$ cat src/stq_pkg.sv
// ----------------------------------------------------------------------------
// stq_pkg
// Shared types and constants for the sorted timer queue.
// ----------------------------------------------------------------------------
`default_nettype none

package stq_pkg;

	localparam int SLOTS_DEF     = 16;
	localparam int TIME_BITS_DEF = 32;
	localparam int MAX_OUT       = 16;
	localparam int KCNT_W        = $clog2(MAX_OUT + 1);

	typedef enum logic [1:0] {
		CMD_TICK = 2'd0,
		CMD_ARM  = 2'd1,
		CMD_STOP = 2'd2
	} cmd_t;

	typedef enum logic [1:0] {
		LOP_NONE,
		LOP_POP,
		LOP_DROP,
		LOP_INSERT
	} list_op_t;

	typedef enum logic [2:0] {
		ST_IDLE,
		ST_TICK,
		ST_DROP,
		ST_SCAN,
		ST_ACK
	} state_t;

endpackage

`default_nettype wire

$ cat src/stq_cmp.sv
// ----------------------------------------------------------------------------
// stq_cmp
// Shared wrap-safe time compare: later is set when a is strictly after b.
// ----------------------------------------------------------------------------
`default_nettype none

module stq_cmp #(
	parameter int TIME_BITS = stq_pkg::TIME_BITS_DEF
) (
	input  wire logic [TIME_BITS-1:0] a,
	input  wire logic [TIME_BITS-1:0] b,
	output logic                      later
);

	logic [TIME_BITS-1:0] diff;

	assign diff  = a - b;
	assign later = (diff != '0) && !diff[TIME_BITS-1];

endmodule

`default_nettype wire

$ cat src/stq_list.sv
// ----------------------------------------------------------------------------
// stq_list
// Ordered list of slot numbers with pop, drop-by-id and insert-at-position.
// ----------------------------------------------------------------------------
`default_nettype none

module stq_list #(
	parameter int SLOTS = stq_pkg::SLOTS_DEF
) (
	input  wire logic                         clk,
	input  wire logic                         arst_n,
	input  wire stq_pkg::list_op_t            op,
	input  wire logic [$clog2(SLOTS)-1:0]     id,
	input  wire logic [$clog2(SLOTS+1)-1:0]   pos,
	output logic [$clog2(SLOTS)-1:0]          head,
	output logic [$clog2(SLOTS)-1:0]          at_pos,
	output logic [$clog2(SLOTS+1)-1:0]        cnt
);

	localparam int IW = $clog2(SLOTS);
	localparam int CW = $clog2(SLOTS + 1);

	logic [IW-1:0] ord_q [SLOTS];
	logic [IW-1:0] ord_d [SLOTS];
	logic [CW-1:0] cnt_q;
	logic [CW-1:0] cnt_d;
	logic [SLOTS-1:0] hit_pre;

	assign head   = ord_q[0];
	assign at_pos = ord_q[pos[IW-1:0]];
	assign cnt    = cnt_q;

	always_comb begin
		hit_pre[0] = (ord_q[0] == id) && (cnt_q != '0);
		for (int i = 1; i < SLOTS; i++) begin
			hit_pre[i] = hit_pre[i-1] || ((ord_q[i] == id) && (CW'(i) < cnt_q));
		end
	end

	always_comb begin
		cnt_d = cnt_q;
		for (int i = 0; i < SLOTS; i++) begin
			ord_d[i] = ord_q[i];
		end
		case (op)
			stq_pkg::LOP_POP: begin
				for (int i = 0; i < SLOTS - 1; i++) begin
					ord_d[i] = ord_q[i+1];
				end
				cnt_d = cnt_q - 1'b1;
			end
			stq_pkg::LOP_DROP: begin
				for (int i = 0; i < SLOTS - 1; i++) begin
					if (hit_pre[i]) begin
						ord_d[i] = ord_q[i+1];
					end
				end
				if (hit_pre[SLOTS-1]) begin
					cnt_d = cnt_q - 1'b1;
				end
			end
			stq_pkg::LOP_INSERT: begin
				for (int i = 1; i < SLOTS; i++) begin
					if (CW'(i) > pos) begin
						ord_d[i] = ord_q[i-1];
					end
				end
				ord_d[pos[IW-1:0]] = id;
				cnt_d = cnt_q + 1'b1;
			end
			default: begin
				cnt_d = cnt_q;
			end
		endcase
	end

	always_ff @(posedge clk or negedge arst_n) begin
		if (!arst_n) begin
			cnt_q <= '0;
		end else begin
			cnt_q <= cnt_d;
		end
	end

	always_ff @(posedge clk) begin
		for (int i = 0; i < SLOTS; i++) begin
			ord_q[i] <= ord_d[i];
		end
	end

endmodule

`default_nettype wire

$ cat src/sorted_timer_queue.sv
// ----------------------------------------------------------------------------
// sorted_timer_queue
// Timer slots kept in expiry order with a running tick count.
// ----------------------------------------------------------------------------
// One command is taken at a time. A stop passes through the drop and
// acknowledge states; an arm also passes through a scan state, where the
// insertion point is found by walking the list one entry per cycle through
// the single time comparator. A tick pops expired entries from the head,
// each head test going through the same comparator. Results wait in an
// output register while the master is stalled.
`default_nettype none

module sorted_timer_queue #(
	parameter int SLOTS     = stq_pkg::SLOTS_DEF,
	parameter int TIME_BITS = stq_pkg::TIME_BITS_DEF
) (
	input  wire logic        clk,
	input  wire logic        arst_n,
	input  wire logic        s_axis_tvalid,
	output logic             s_axis_tready,
	input  wire logic [79:0] s_axis_tdata,  // timer_id, delay, handler, payload
	input  wire logic [1:0]  s_axis_tuser,  // cmd
	output logic             m_axis_tvalid,
	input  wire logic        m_axis_tready,
	output logic [47:0]      m_axis_tdata,  // head_changed, expired_id, handler, payload
	output logic             m_axis_tuser,  // kind
	output logic             m_axis_tlast   // last
);

	localparam int IW = $clog2(SLOTS);
	localparam int CW = $clog2(SLOTS + 1);
	localparam int SW = ((TIME_BITS > 31) ? TIME_BITS : 31) + 1;
	localparam int KW = stq_pkg::KCNT_W;

	stq_pkg::state_t state_q, state_d;
	stq_pkg::list_op_t lop;
	stq_pkg::cmd_t in_cmd;

	logic [3:0]  in_id;
	logic [30:0] in_delay;
	logic [7:0]  in_handler;
	logic [31:0] in_payload;
	logic        in_acc;
	logic        in_range;
	logic [IW-1:0] in_slot;

	logic [TIME_BITS-1:0] tick_q;
	logic [TIME_BITS-1:0] t_q;
	logic [SW-1:0]        t_sum;
	logic [TIME_BITS-1:0] expiry_q [SLOTS];
	logic [7:0]           handler_q [SLOTS];
	logic [31:0]          payload_q [SLOTS];
	logic [SLOTS-1:0]     pending_q;

	logic [IW-1:0] slot_q;
	logic          arm_q;
	logic          was_head_q;
	logic          hc_q;
	logic [CW-1:0] pos_q;
	logic [KW-1:0] k_q;

	logic          hold_v_q;
	logic [IW-1:0] hold_id_q;
	logic [7:0]    hold_handler_q;
	logic [31:0]   hold_payload_q;

	logic [IW-1:0] head, at_pos, rd_idx;
	logic [CW-1:0] cnt;
	logic [TIME_BITS-1:0] cmp_b;
	logic          later;
	logic          due;
	logic          out_free;
	logic          out_load;

	logic          out_v_q;
	logic          out_kind_q, out_hc_q, out_last_q;
	logic [3:0]    out_id_q;
	logic [7:0]    out_handler_q;
	logic [31:0]   out_payload_q;

	assign in_cmd     = stq_pkg::cmd_t'(s_axis_tuser);
	assign in_id      = s_axis_tdata[3:0];
	assign in_delay   = s_axis_tdata[34:4];
	assign in_handler = s_axis_tdata[42:35];
	assign in_payload = s_axis_tdata[74:43];
	assign in_range   = (32'(in_id) < 32'(SLOTS));
	assign in_slot    = IW'(in_id);
	assign in_acc     = s_axis_tvalid && s_axis_tready;
	assign t_sum      = SW'(tick_q) + SW'(in_delay);

	assign s_axis_tready = (state_q == stq_pkg::ST_IDLE);
	assign out_free      = !out_v_q || m_axis_tready;
	assign out_load      = ((state_q == stq_pkg::ST_TICK) && hold_v_q && out_free) ||
		((state_q == stq_pkg::ST_ACK) && out_free);

	assign rd_idx = (state_q == stq_pkg::ST_SCAN) ? at_pos : head;
	assign cmp_b  = (state_q == stq_pkg::ST_SCAN) ? t_q : tick_q;
	assign due    = (cnt != '0) && (k_q < KW'(stq_pkg::MAX_OUT)) && !later;

	stq_cmp #(.TIME_BITS(TIME_BITS)) u_cmp (
		.a     (expiry_q[rd_idx]),
		.b     (cmp_b),
		.later (later)
	);

	stq_list #(.SLOTS(SLOTS)) u_list (
		.clk    (clk),
		.arst_n (arst_n),
		.op     (lop),
		.id     (slot_q),
		.pos    (pos_q),
		.head   (head),
		.at_pos (at_pos),
		.cnt    (cnt)
	);

	always_comb begin
		state_d = state_q;
		lop     = stq_pkg::LOP_NONE;
		case (state_q)
			stq_pkg::ST_IDLE: begin
				if (in_acc) begin
					case (in_cmd)
						stq_pkg::CMD_TICK: state_d = stq_pkg::ST_TICK;
						stq_pkg::CMD_ARM,
						stq_pkg::CMD_STOP: state_d = in_range ? stq_pkg::ST_DROP
							: stq_pkg::ST_ACK;
						default: state_d = stq_pkg::ST_IDLE;
					endcase
				end
			end
			stq_pkg::ST_TICK: begin
				if (!hold_v_q || out_free) begin
					if (due) begin
						lop = stq_pkg::LOP_POP;
					end else begin
						state_d = stq_pkg::ST_IDLE;
					end
				end
			end
			stq_pkg::ST_DROP: begin
				if (pending_q[slot_q]) begin
					lop = stq_pkg::LOP_DROP;
				end
				state_d = arm_q ? stq_pkg::ST_SCAN : stq_pkg::ST_ACK;
			end
			stq_pkg::ST_SCAN: begin
				if (pos_q >= cnt || later) begin
					lop     = stq_pkg::LOP_INSERT;
					state_d = stq_pkg::ST_ACK;
				end
			end
			stq_pkg::ST_ACK: begin
				if (out_free) begin
					state_d = stq_pkg::ST_IDLE;
				end
			end
			default: state_d = stq_pkg::ST_IDLE;
		endcase
	end

	always_ff @(posedge clk or negedge arst_n) begin
		if (!arst_n) begin
			state_q   <= stq_pkg::ST_IDLE;
			tick_q    <= '0;
			pending_q <= '0;
			hold_v_q  <= 1'b0;
			out_v_q   <= 1'b0;
			k_q       <= '0;
			pos_q     <= '0;
			arm_q     <= 1'b0;
			hc_q      <= 1'b0;
		end else begin
			state_q <= state_d;
			if (out_load) begin
				out_v_q <= 1'b1;
			end else if (out_v_q && m_axis_tready) begin
				out_v_q <= 1'b0;
			end
			case (state_q)
				stq_pkg::ST_IDLE: begin
					if (in_acc) begin
						arm_q <= (in_cmd == stq_pkg::CMD_ARM);
						pos_q <= '0;
						k_q   <= '0;
						hc_q  <= 1'b0;
						if (in_cmd == stq_pkg::CMD_TICK) begin
							tick_q <= tick_q + 1'b1;
						end
					end
				end
				stq_pkg::ST_TICK: begin
					if (!hold_v_q || out_free) begin
						hold_v_q <= due;
						if (due) begin
							pending_q[head] <= 1'b0;
							k_q <= k_q + 1'b1;
						end
					end
				end
				stq_pkg::ST_DROP: begin
					pending_q[slot_q] <= 1'b0;
					hc_q <= was_head_q;
				end
				stq_pkg::ST_SCAN: begin
					if (pos_q >= cnt || later) begin
						pending_q[slot_q] <= 1'b1;
						hc_q <= was_head_q || (pos_q == '0);
					end else begin
						pos_q <= pos_q + 1'b1;
					end
				end
				default: ;
			endcase
		end
	end

	always_ff @(posedge clk) begin
		if (in_acc && in_cmd == stq_pkg::CMD_ARM && in_range) begin
			expiry_q[in_slot]  <= t_sum[TIME_BITS-1:0];
			handler_q[in_slot] <= in_handler;
			payload_q[in_slot] <= in_payload;
		end
		if (in_acc) begin
			slot_q     <= in_slot;
			t_q        <= t_sum[TIME_BITS-1:0];
			was_head_q <= in_range && (cnt != '0) && (head == in_slot) && pending_q[in_slot];
		end
		if (state_q == stq_pkg::ST_TICK && (!hold_v_q || out_free)) begin
			if (due) begin
				hold_id_q      <= head;
				hold_handler_q <= handler_q[head];
				hold_payload_q <= payload_q[head];
			end
			if (hold_v_q) begin
				out_kind_q    <= 1'b1;
				out_hc_q      <= 1'b0;
				out_id_q      <= 4'(hold_id_q);
				out_handler_q <= hold_handler_q;
				out_payload_q <= hold_payload_q;
				out_last_q    <= !due;
			end
		end
		if (state_q == stq_pkg::ST_ACK && out_free) begin
			out_kind_q    <= 1'b0;
			out_hc_q      <= hc_q;
			out_id_q      <= '0;
			out_handler_q <= '0;
			out_payload_q <= '0;
			out_last_q    <= 1'b1;
		end
	end

	assign m_axis_tvalid = out_v_q;
	assign m_axis_tuser  = out_kind_q;
	assign m_axis_tlast  = out_last_q;
	assign m_axis_tdata  = {3'b000, out_payload_q, out_handler_q, out_id_q, out_hc_q};

	a_list_count: assert property (@(posedge clk) disable iff (!arst_n)
		(state_q == stq_pkg::ST_IDLE) |-> ($countones(pending_q) == 32'(cnt)))
		else $error("pending set and list length disagree");

	a_tick_inc: assert property (@(posedge clk) disable iff (!arst_n)
		(in_acc && in_cmd == stq_pkg::CMD_TICK) |=> (tick_q == $past(tick_q) + 1'b1))
		else $error("tick count did not advance");

	a_ack_last: assert property (@(posedge clk) disable iff (!arst_n)
		(m_axis_tvalid && !m_axis_tuser) |-> m_axis_tlast)
		else $error("acknowledge without last");

	a_busy: assert property (@(posedge clk) disable iff (!arst_n)
		(state_q != stq_pkg::ST_IDLE) |-> !s_axis_tready)
		else $error("ready while a command is in progress");

endmodule

`default_nettype wire
$ cat config.mk
export PLATFORM = sky130hd
export DESIGN_NAME = sorted_timer_queue
export DESIGN_NICKNAME = d
export VERILOG_FILES = /design/src/stq_pkg.sv /design/src/stq_cmp.sv /design/src/stq_list.sv /design/src/sorted_timer_queue.sv
export SDC_FILE = /design/constraint.sdc
export NUM_CORES = 2
export LEC_CHECK = 0
export BUFFER_PORTS_ARGS = -buffer_cell sky130_fd_sc_hd__buf_4
export CAP_MARGIN = 5
export CORE_MARGIN = 3
export CORE_UTILIZATION = 31
export CTS_CLUSTER_DIAMETER = 200
export DETAILED_ROUTE_END_ITERATION = 6
export SLEW_MARGIN = 25
export SYNTH_ARGS = -nofsm -noshare
export SYNTH_HDL_FRONTEND = slang
export SYNTH_SLANG_ARGS = --single-unit
export TNS_END_PERCENT = 10
$ cat constraint.sdc
create_clock -name clk -period 23.1 [get_ports clk]
set_input_delay 3.465 -clock clk [delete_from_list [all_inputs] [get_ports clk]]
set_output_delay 3.465 -clock clk [all_outputs]
set_load 0.01 [all_outputs]
==> results.sh <==
export IMPL_async_reset_ff_frac=0.0495
export IMPL_synth_top_area_share=0.633
export IMPL_seqCellArea_um2=41600
export IMPL_clock_sinks=1414
export IMPL_synth_most_common_cell="edfxtp_1"
export IMPL_wl_um=162000
export IMPL_crit_top_cell="buf_4"
export IMPL_grt_total_usage=0.156
export IMPL_gp_congestion=0.851
export IMPL_synth_edf_count=1298
export IMPL_start_util=0.314
export IMPL_hold_violations=0
export IMPL_powerDensity_nw_per_um2=107
export IMPL_first_pass_iters=7
export IMPL_clock_skew_ps=49.5
export IMPL_hp_start="hold_id_q[1]"
export IMPL_synthTopCellsByArea="edfxtp_1, mux4_2, nand2_1"
export IMPL_hold_depth=2
export IMPL_period_share=0.474
export IMPL_fillers=18600
export IMPL_status="finished clean"
export IMPL_switchingPower_mw=2.45
export IMPL_clockRootBuffer="clkbuf_16"
export IMPL_cts_made_buffers=142
export IMPL_crit_type="flip-flop to flip-flop"
export IMPL_nets=4657
export IMPL_die_w_um=452
export IMPL_syn_area_um2=61500
export IMPL_ys_ff_latch=1414
export IMPL_fin_util=0.359
export IMPL_clock_latency_ps=800
export IMPL_endpoint_kind="flip-flop"
export IMPL_drc=0
export IMPL_rr_worst_depth=28
export IMPL_die_h_um=452
export IMPL_vias_per_cell=5.18
export IMPL_multi_input_area_um2=19000
export IMPL_antenna_found_initial=21
export IMPL_die_area_um2=204000
export IMPL_peakVddDrop_uv=58.2
export IMPL_critPathLaunchType="flip-flop"
export IMPL_maxCapViolations=0
export IMPL_combinationalPowerShare=0.269
export IMPL_crit_fanout=90
export IMPL_overflow=0
export IMPL_critical_path_reg2reg_endpoint="u_list.ord_q[14][2]"
export IMPL_rsz0062_at_grt="no"
export IMPL_yosys_area_top_type="edfxtp_1"
export IMPL_grt_max_degree=116
export IMPL_p_sw_frac=0.324
export IMPL_htreeDepth=4
export IMPL_pwr_share_clk=0.309
export IMPL_cpPeakStageDelay_ps=880
export IMPL_slew_violations=0
export IMPL_max_slew_margin=0.263
export IMPL_hold_buffers=0
export IMPL_worst_pin_slew_ps=1110
export IMPL_dp_hpwl_um=90000
export IMPL_ys_flop_type="edfxtp_1"
export IMPL_core_um2=196000
export IMPL_clk_pin_slew_ps=60
export IMPL_via_count=37500
export IMPL_avgSynthCellArea_um2=14.0
export IMPL_cpMaxStageDelayCell="buf_4"
export IMPL_r2r_start="pos_q[2]"
export IMPL_drive_gt1_frac=0.156
export IMPL_holdCritPathClass="flip-flop to flip-flop"
export IMPL_post_cts_buffers=0
export IMPL_required_ps=23550
export IMPL_port_buffers=129
export IMPL_yosysSeqAreaShare=0.677
export IMPL_arrival_ps=11400
export IMPL_ys_warn_count=0
export IMPL_pin_count=138
export IMPL_p_int_mw=5.12
export IMPL_wl_per_cell_um=22.4
export IMPL_fmax_mhz=91.3
export IMPL_fin_crit_ps=10960
export IMPL_ys_types=87
export IMPL_drtIter0Drc=3332
export IMPL_reg2reg_slack_ps=12140
export IMPL_setup_viol=0
export IMPL_tns_ps=0
export IMPL_p_seq_frac=0.422
export IMPL_area_growth_syn_to_layout_pct=14.5
export IMPL_rows=162
export IMPL_cts_buffer_depth=3
export IMPL_grt_pass1_wl_um=240000
export IMPL_synth_common_cells="edfxtp_1, nand2_1, nand3_1"
export IMPL_ctsResizeCount=0
export IMPL_syn_instance_count=4402
export IMPL_grt_pass1_vias=36800
export IMPL_min_to="out_id_q[1]"
export IMPL_cts_tree="yes"
export IMPL_drt_antenna_violating_nets=0
export IMPL_power_leakage_nw=24.1
worst max path at each step:
| stage | from | end | slack, ps | depth (start not counted) |
|---|---|---|---|---|
| 6_report | pos_q[2] | u_list.ord_q[14][2] | 12140 | 28 |
| 5_1_grt | pos_q[2] | u_list.ord_q[14][2] | 11370 | 28 |
| 2_1_floorplan | s_axis_tvalid | expiry_q[0][0] | 12800 | 5 |
| 3_5_place_dp | pos_q[2] | u_list.ord_q[8][0] | 12290 | 28 |
| 4_1_cts | pos_q[2] | u_list.ord_q[8][0] | 12180 | 28 |
| 3_3_place_gp | pos_q[2] | u_list.ord_q[8][0] | 12360 | 28 |
area by class of cell:
class,instances,share of cell area
clock inverter,84,0.0141
clock buffer,178,0.0536
inverter,48,0.00256
tap,2624,0.0466
sequential,1414,0.591
timing repair buffer,210,0.0229
antenna,12,0.000426
multi-input combinational,2674,0.269
layer usage:
metal,vias up,share of wire,track usage
li1,16900,-,-
met1,19100,0.40,0.196
met2,1204,0.51,0.272
met3,291,0.053,0.0231
met4,4,0.030,0.0549
met5,-,0.00017,0
cell families (layout without fill, tap and decap cells):
kind of cell / count (synthesis) / count (layout) / share of synthesized area
flops: 1414 / 1414 / 0.677
fa+ha+maj: 81 / 81 / 0.0167
buf+inv: 316 / 520 / 0.0204
other cells: 1 / 15 / 0.0000609
mux: 274 / 274 / 0.0885
simple gates: 1566 / 1566 / 0.113
xor+xnor: 139 / 139 / 0.0200
compound gates: 611 / 611 / 0.0649
stage by stage:
step / power [mW] / hold WS, ps / cell area [µm²] / instances / worst slack (ps)
final: 7.57 / 432 / 70500 / 7244 / 12140
after global routing: 7.94 / 451 / 70500 / 7239 / 11370
after CTS: 7.62 / 433 / 70400 / 7231 / 12180
after detailed placement: 5.28 / 418 / 65600 / 6969 / 12290
after global placement: 5.25 / 414 / 65500 / 6969 / 12360
after floorplan: 4.64 / 408 / 61600 / 4404 / 12800
cell usage in the layout (no fill, tap or decap), drive strengths merged, types with 24 or more instances in the layout:
master / instances
edfxtp: 1298
nand2: 807
nand3: 373
mux4: 215
buf: 210
clkbuf: 178
nor2: 168
o21ai: 165
a21oi: 111
xnor2: 96
ha: 79
dfrtp: 70
clkinv: 64
a31oi: 55
inv: 55
mux2i: 50
o21a: 49
dfxtp: 46
xor2: 42
o211ai: 38
nor3: 32
nand4: 30
a22oi: 27
nor2b: 26
and3: 24
a211oi: 24
sequential cells by signal, indices dropped and copies added, names as in the netlist, 8 cells and up:
| register | cells |
|---|---|
| pending_q | 16 |
| payload_q | 512 |
| out_handler_q | 8 |
| tick_q | 32 |
| t_q | 32 |
| u_list.ord_q | 64 |
| handler_q | 128 |
| hold_payload_q | 32 |
| out_payload_q | 32 |
| hold_handler_q | 8 |
| expiry_q | 512 |
critical path, delay by kind of cell (launching register included):
family                   cells  cell delay (ps)
buffers and inverters        6             3370
AND/OR/NAND/NOR              8             2400
adder cells (fa/ha/maj)      1              330
AO/OA/AOI/OAI               13             3880
flip-flops                   1              520
power groups by stage:
stage	logic (mW)	registers (mW)	clock network, mW
6_report	2.04	3.19	2.34
3_3_place_gp	2.00	3.24	0
2_1_floorplan	1.48	3.16	0
4_1_cts	2.04	3.19	2.39
3_5_place_dp	2.04	3.24	0
5_1_grt	2.25	3.21	2.49
(Power assumes the default switching activity.)
